--- config.mk ---
export PLATFORM = sky130hd
export DESIGN_NAME = quadrature_pair_decoder_autolock
export DESIGN_NICKNAME = d
export VERILOG_FILES = /design/src/qpdal_pkg.sv /design/src/quadrature_pair_decoder_autolock.sv /design/src/qpdal_pair_eval.sv
export VERILOG_INCLUDE_DIRS = /design/src /design/src/src
export SDC_FILE = /design/constraint.sdc
export NUM_CORES = 1
export LEC_CHECK = 0
export ABC_AREA = 0
export BUFFER_PORTS_ARGS = -buffer_cell sky130_fd_sc_hd__buf_2
export CELL_PAD_IN_SITES_DETAIL_PLACEMENT = 1
export CELL_PAD_IN_SITES_GLOBAL_PLACEMENT = 2
export CORE_MARGIN = 8
export CORE_UTILIZATION = 40
export CTS_CLUSTER_DIAMETER = 150
export DETAILED_ROUTE_END_ITERATION = 7
export PLACE_DENSITY = 0.91
export SYNTH_ARGS = -nofsm -noshare
export SYNTH_HDL_FRONTEND = slang
export SYNTH_SLANG_ARGS = --single-unit
--- constraint.sdc ---
create_clock -name clk -period 5.7 [get_ports clk]
set_input_delay 1.71 -clock clk [delete_from_list [all_inputs] [get_ports clk]]
set_output_delay 1.71 -clock clk [all_outputs]
set_load 0.05 [all_outputs]
--- src/quadrature_pair_decoder_autolock_assert.svh ---
// assertion macros for the quadrature pair decoder
`ifndef QUADRATURE_PAIR_DECODER_AUTOLOCK_ASSERT_SVH
`define QUADRATURE_PAIR_DECODER_AUTOLOCK_ASSERT_SVH

// same-cycle implication, checked on clk and disabled in reset
`define QPDAL_ASSERT_NOW(label, ante, cons, msg) \
  label: assert property (@(posedge clk) disable iff (!rst_n) (ante) |-> (cons)) \
    else $error(msg);

// next-cycle implication, checked on clk and disabled in reset
`define QPDAL_ASSERT_NEXT(label, ante, cons, msg) \
  label: assert property (@(posedge clk) disable iff (!rst_n) (ante) |=> (cons)) \
    else $error(msg);

`endif

--- src/qpdal_pkg.sv ---
// types, constants and tables shared by the quadrature pair decoder
package qpdal_pkg;

  localparam int NUM_PAIRS  = 3;
  localparam int TABLE_SIZE = 3;

  localparam logic [1:0] NO_LOCK    = 2'd3;
  localparam logic [2:0] THR_RESET  = 3'd2;
  localparam logic [2:0] THR_MIN    = 3'd1;

  localparam logic signed [1:0] STEP_NONE = 2'sb00;
  localparam logic signed [1:0] STEP_POS  = 2'sb01;
  localparam logic signed [1:0] STEP_NEG  = 2'sb11;

  // line indexes forming each candidate pair, state is {line a, line b}
  localparam logic [1:0] LINE_A [TABLE_SIZE] = '{2'd0, 2'd2, 2'd2};
  localparam logic [1:0] LINE_B [TABLE_SIZE] = '{2'd1, 2'd1, 2'd0};

  // indexed by {previous state, current state}
  localparam logic signed [1:0] QUAD_DELTA [16] = '{
    2'sb00, 2'sb11, 2'sb01, 2'sb00,
    2'sb01, 2'sb00, 2'sb00, 2'sb11,
    2'sb11, 2'sb00, 2'sb00, 2'sb01,
    2'sb00, 2'sb01, 2'sb11, 2'sb00
  };

  typedef struct packed {
    logic line_zero;
    logic line_one;
    logic line_two;
  } in_item_t;

  typedef struct packed {
    logic signed [1:0] step;
    logic [1:0]        locked_pair;
  } out_item_t;

  typedef struct packed {
    logic              changed;
    logic              nonzero;
    logic              hit;
    logic signed [3:0] accum_nxt;
    logic signed [1:0] step;
  } pair_res_t;

endpackage

--- src/quadrature_pair_decoder_autolock.sv ---
// One item per clock in, one result item per clock out while out_stall is low;
// each item passes the input register, then the result register. The per-pair
// update of state, accumulator and lock is combinational logic between the two
// registers and sets the rate. The first item after reset only records each
// pair's state and reports no step. The first pair to reach the threshold
// locks; from then on only that pair is tracked. step_threshold of zero acts
// as one and should be written only while no item is in flight.
module quadrature_pair_decoder_autolock (
  input  logic                  clk,
  input  logic                  rst_n,
  input  logic                  in_valid,
  output logic                  in_stall,
  input  qpdal_pkg::in_item_t   in_item,
  output logic                  out_valid,
  input  logic                  out_stall,
  output qpdal_pkg::out_item_t  out_item,
  input  logic                  cfg_valid,
  output logic                  cfg_ready,
  input  logic [2:0]            cfg_step_threshold
);
  import qpdal_pkg::*;

  logic              s1_valid_r;
  in_item_t          in_item_r;
  logic              out_valid_r;
  out_item_t         out_item_r;
  out_item_t         out_item_nxt;
  logic [2:0]        thr_r;
  logic [2:0]        thr_eff;
  logic              primed_r;
  logic [1:0]        lock_r;
  logic [1:0]        lock_nxt;
  logic [1:0]        prev_r   [NUM_PAIRS];
  logic [1:0]        prev_nxt [NUM_PAIRS];
  logic signed [3:0] accum_r   [NUM_PAIRS];
  logic signed [3:0] accum_nxt [NUM_PAIRS];
  logic [1:0]        cur_state [NUM_PAIRS];
  pair_res_t         res       [NUM_PAIRS];
  logic [2:0]        lines;
  logic              s1_go;
  logic              in_take;
  logic              fire;

  assign s1_go     = !out_valid_r || !out_stall;
  assign in_stall  = s1_valid_r && !s1_go;
  assign in_take   = in_valid && !in_stall;
  assign fire      = s1_valid_r && s1_go;
  assign cfg_ready = !s1_valid_r;
  assign out_valid = out_valid_r;
  assign out_item  = out_item_r;

  assign lines   = {in_item_r.line_two, in_item_r.line_one, in_item_r.line_zero};
  assign thr_eff = (thr_r == 3'd0) ? THR_MIN : thr_r;

  for (genvar g = 0; g < NUM_PAIRS; g++) begin : g_pair
    assign cur_state[g] = {lines[LINE_A[g]], lines[LINE_B[g]]};

    qpdal_pair_eval u_eval (
      .prev_state (prev_r[g]),
      .cur_state  (cur_state[g]),
      .accum      (accum_r[g]),
      .threshold  (thr_eff),
      .res        (res[g])
    );
  end

  // pairs in index order; a pair that steps locks and masks later pairs
  always_comb begin
    logic emitted;
    logic en;
    emitted      = 1'b0;
    lock_nxt     = lock_r;
    out_item_nxt = '{step: STEP_NONE, locked_pair: lock_r};
    for (int i = 0; i < NUM_PAIRS; i++) begin
      prev_nxt[i]  = prev_r[i];
      accum_nxt[i] = accum_r[i];
      en = primed_r && !emitted && res[i].changed &&
           ((lock_r == NO_LOCK) || (lock_r == 2'(i)));
      if (!primed_r || en) begin
        prev_nxt[i] = cur_state[i];
      end
      if (en && res[i].nonzero) begin
        accum_nxt[i] = res[i].accum_nxt;
      end
      if (en && res[i].hit) begin
        emitted           = 1'b1;
        out_item_nxt.step = res[i].step;
        if (lock_r == NO_LOCK) begin
          lock_nxt = 2'(i);
        end
      end
    end
    out_item_nxt.locked_pair = lock_nxt;
  end

  always_ff @(posedge clk) begin
    if (!rst_n) begin
      s1_valid_r  <= 1'b0;
      out_valid_r <= 1'b0;
      thr_r       <= THR_RESET;
      primed_r    <= 1'b0;
      lock_r      <= NO_LOCK;
      for (int i = 0; i < NUM_PAIRS; i++) begin
        accum_r[i] <= 4'sd0;
      end
    end else begin
      if (in_take) begin
        s1_valid_r <= 1'b1;
      end else if (s1_go) begin
        s1_valid_r <= 1'b0;
      end
      if (s1_go) begin
        out_valid_r <= s1_valid_r;
      end
      if (cfg_valid && cfg_ready) begin
        thr_r <= cfg_step_threshold;
      end
      if (fire) begin
        primed_r <= 1'b1;
        lock_r   <= lock_nxt;
        for (int i = 0; i < NUM_PAIRS; i++) begin
          accum_r[i] <= accum_nxt[i];
        end
      end
    end
  end

  always_ff @(posedge clk) begin
    if (in_take) begin
      in_item_r <= in_item;
    end
    if (fire) begin
      out_item_r <= out_item_nxt;
      for (int i = 0; i < NUM_PAIRS; i++) begin
        prev_r[i] <= prev_nxt[i];
      end
    end
  end

`include "quadrature_pair_decoder_autolock_assert.svh"

  `QPDAL_ASSERT_NEXT(a_lock_holds, lock_r != NO_LOCK, lock_r == $past(lock_r), "lock changed after it was taken")
  `QPDAL_ASSERT_NOW(a_step_locked, out_valid_r && (out_item_r.step != STEP_NONE), out_item_r.locked_pair != NO_LOCK, "step reported with no locked pair")
  `QPDAL_ASSERT_NOW(a_unprimed_unlocked, !primed_r, lock_r == NO_LOCK, "lock taken before the priming item")
  `QPDAL_ASSERT_NEXT(a_result_follows, fire, out_valid_r, "processed item left no result")

endmodule

--- src/qpdal_pair_eval.sv ---
// transition lookup, accumulate and threshold check for one line pair
module qpdal_pair_eval (
  input  logic [1:0]            prev_state,
  input  logic [1:0]            cur_state,
  input  logic signed [3:0]     accum,
  input  logic [2:0]            threshold,
  output qpdal_pkg::pair_res_t  res
);
  import qpdal_pkg::*;

  logic signed [1:0] delta;
  logic signed [4:0] sum;
  logic signed [4:0] thr_s;

  assign delta = QUAD_DELTA[{prev_state, cur_state}];
  assign sum   = 5'(accum) + 5'(delta);
  assign thr_s = signed'({2'b00, threshold});

  always_comb begin
    res.changed   = (cur_state != prev_state);
    res.nonzero   = (delta != STEP_NONE);
    res.hit       = res.changed && res.nonzero && ((sum >= thr_s) || (sum <= -thr_s));
    res.accum_nxt = res.hit ? 4'sd0 : sum[3:0];
    res.step      = (sum > 5'sd0) ? STEP_POS : STEP_NEG;
  end

endmodule

==> results.sh <==
export IMPL_crit_fanout=9
export IMPL_drive_gt1_share_pct=14.29
export IMPL_ys_warnings_count=0
export IMPL_slew_violations=0
export IMPL_setup_ws_ns=1.051
export IMPL_postCtsSetupBuffers=0
export IMPL_cts_hold_buffers_added=0
export IMPL_nFillCells=776
export IMPL_dp_slack_ns=1.009
export IMPL_synth_edf_count=25
export IMPL_finalClockSkew_ns=0.008575
export IMPL_post_route_util_pct=45.86
export IMPL_synthCells=275
export IMPL_gr_usage_all_layers_pct=13.70
export IMPL_fin_crit_ns=4.649
export IMPL_grt_pass1_vias=2247
export IMPL_cp_startpoint="cur_state[1]"
export IMPL_startpoint_type="flip-flop"
export IMPL_design_core_area_um2=6794
export IMPL_crit_cells=15
export IMPL_clkSlewWorstSetupHoldPaths_ns=0.07
export IMPL_netlist_area_um2=2820
export IMPL_report_final_hold_viol_count=0
export IMPL_fin_nets=366
export IMPL_clkSinkCount=33
export IMPL_crit_path_max_incr_delay_ns=0.59
export IMPL_run_status="completed"
export IMPL_grt_pass1_wl_um=10980
export IMPL_port_buffers=17
export IMPL_rrSetupSlack_ns=1.05
export IMPL_timing_hold_ws_ns=0.5333
export IMPL_crit_path_frequent_cell="ha_1"
export IMPL_diodes=0
export IMPL_postSynth_asyncResetShare_pct=0
export IMPL_hold_start="thr_r[0]"
export IMPL_dieArea_um2=9993
export IMPL_ios=18
export IMPL_yosysUniqueCellTypes=58
export IMPL_via_per_inst=5.330
export IMPL_timing_fmax_mhz=215.1
export IMPL_min_path_type="reg2reg"
export IMPL_start_util_pct=41.51
export IMPL_vias=2116
export IMPL_ir_worst_vdd_uv=147.0
export IMPL_critical_path_cell_chain="inv_1 > ha_1 > mux4_2 > ha_1 > and3_4 > or3_4 > and2_2 > ha_1 > o21ai_1 > a21oi_1 > o311a_1 > o22a_2 > or3b_1 > o2111a_1 > o31ai_1"
export IMPL_slew_headroom_pct=45.41
export IMPL_finalSetupViolCount=0
export IMPL_rsz0062_at_grt="no"
export IMPL_drt_pass1_iterations=4
export IMPL_crit_arrival_ns=4.84
export IMPL_slowest_stage="mux4_2"
export IMPL_yosysSeqAreaShare_pct=32.30
export IMPL_grt_max_degree=15
export IMPL_finalPower_uw=809.7
export IMPL_drc=0
export IMPL_syn_to_final_growth_pct=10.47
export IMPL_antenna_left=0
export IMPL_wire_per_inst_um=16.46
export IMPL_grt_antenna_before_repair=0
export IMPL_required_ns=5.89
export IMPL_cts_htree_levels=2
export IMPL_instances_no_fill=397
export IMPL_cts_tree="yes"
export IMPL_synthFlopType="edfxtp_1"
export IMPL_setup_tns_ns=0
export IMPL_regToRegStartpoint="cur_state[1]"
export IMPL_rows=30
export IMPL_dpl_instance_area_um2=3029
export IMPL_clk_latency_ns=0.29
export IMPL_end_kind="flip-flop"
export IMPL_crit_family="compound AO/OA/AOI/OAI gates"
export IMPL_die_w_um=99.97
export IMPL_reg2reg_depth=15
export IMPL_gp_congestion=0.7581
export IMPL_die_h_um=99.97
export IMPL_clk_path_buf_depth=2
export IMPL_timing_critical_path_buf_inv=1
export IMPL_avgSynthCellArea_um2=10.26
export IMPL_clockRootBuffer="clkbuf_8"
export IMPL_drt_total_wl_um=6533
export IMPL_period_share_pct=81.56
export IMPL_p_leak_nw=1.393
export IMPL_grt_overflow=0
export IMPL_design_area_um2=3115
export IMPL_dp_hpwl_um=5399
export IMPL_p_per_area_nw_per_um2=259.9
export IMPL_cts_resized=0
export IMPL_worstHoldPathCells=2
export IMPL_ys_ff_latch=33
export IMPL_worst_pin_slew_ns=0.8086
export IMPL_critical_path_class="reg2reg"
export IMPL_drv_cap=0
export IMPL_dp_cells=389
export IMPL_drt_iter0_drc=37
export IMPL_cts_buffers_inserted=5
[worst register-to-register path, cell delays in order, from the launching register on]
cell      delay [ns]
edfxtp_1        0.55
inv_1           0.18
ha_1            0.23
mux4_2          0.59
ha_1            0.39
and3_4          0.18
or3_4           0.37
and2_2          0.23
ha_1            0.30
o21ai_1         0.08
a21oi_1         0.05
o311a_1         0.28
o22a_2          0.28
or3b_1          0.38
o2111a_1        0.17
o31ai_1         0.29
[cell families (layout without fill, tap and decap cells)]
logic type / count (synthesis) / count (layout) / share of synthesized area [%]
buffers and inverters: 30 / 54 / 3.993
and+or+nand+nor: 78 / 78 / 14.95
AOI/OAI and AO/OA: 58 / 58 / 15.40
DFF: 33 / 33 / 32.30
xor gates and xnor gates: 15 / 15 / 4.925
muxes: 5 / 5 / 3.105
other: 1 / 3 / 0.1330
adders and majority gates: 55 / 55 / 25.20
[flip-flops by register name, summed over array words and instances, names as in the netlist]
signal / cells
lock_r: 2
primed_r: 1
cur_state: 3
thr_r: 3
accum_r: 12
out_item: 4
out_valid: 1
prev_r: 6
s1_valid_r: 1
[worst paths after layout]
kind,to
worst min register to register,thr_r[0]
worst max register to register,lock_r[0]
worst min-delay path,thr_r[0]
worst max-delay path,lock_r[0]
[layout make-up]
type / count / area, µm² / area share [%]
inverters: 29 / 108.9 / 3.494
clock buffers: 5 / 68.82 / 2.209
multi-input cells: 214 / 1804 / 57.91
flip-flops and latches: 33 / 910.9 / 29.24
clock inverters: 3 / 17.52 / 0.5622
repair buffers: 17 / 85.08 / 2.731
well taps: 96 / 120.1 / 3.855
[cells in the final DEF, fill, tap and decap left out, drive strengths merged, types with 4 or more instances in the layout]
cell type,Yosys,final
a211oi,5,5
a21oi,12,12
and2,5,5
buf,0,17
clkbuf,1,5
dfxtp,8,8
edfxtp,25,25
ha,52,52
inv,28,28
nand2,7,7
nand2b,8,8
nand3,5,5
nor2,25,25
nor2b,9,9
nor3,4,4
o211ai,5,5
o21ai,7,7
o22ai,4,4
o31ai,4,4
xnor2,9,9
xor2,6,6
[per-layer routing]
layer / routed length [µm] / vias up / track usage [%]
met5: 0 / - / 0
met2: 3271 / 35 / 23.96
met1: 3027 / 1015 / 16.69
li1: - / 1058 / -
met4: 62 / 0 / 3.143
met3: 171 / 8 / 2.837
[cell usage after synthesis (3+ instances only)]
master    instances  area, µm²
inv_1            27      101.4
and2_1            4      25.02
o21a_1            3      22.52
fa_1              3      60.06
o21ai_0           5      25.02
nand2_1           7      26.28
o31ai_1           4      30.03
edfxtp_1         25      750.7
nor2_1           24      90.09
xor2_1            6      52.55
o22ai_1           3      18.77
nor2b_1           9      56.30
nand3_1           5      25.02
nor3_1            4      20.02
xnor2_1           8      70.07
a21o_1            3      22.52
a211oi_1          4      30.03
o211ai_1          5      37.54
mux4_2            3      67.56
a21oi_1          12      60.06
nand4_1           3      18.77
ha_1             52      650.6
dfxtp_1           8      160.2
nand2b_1          8      50.05
[power breakdown]
group / internal, mW / switching (mW)
sequential: 0.280 / 0.0157
combinational: 0.139 / 0.199
clock: 0.0843 / 0.0920
(Power assumes the default switching activity.)
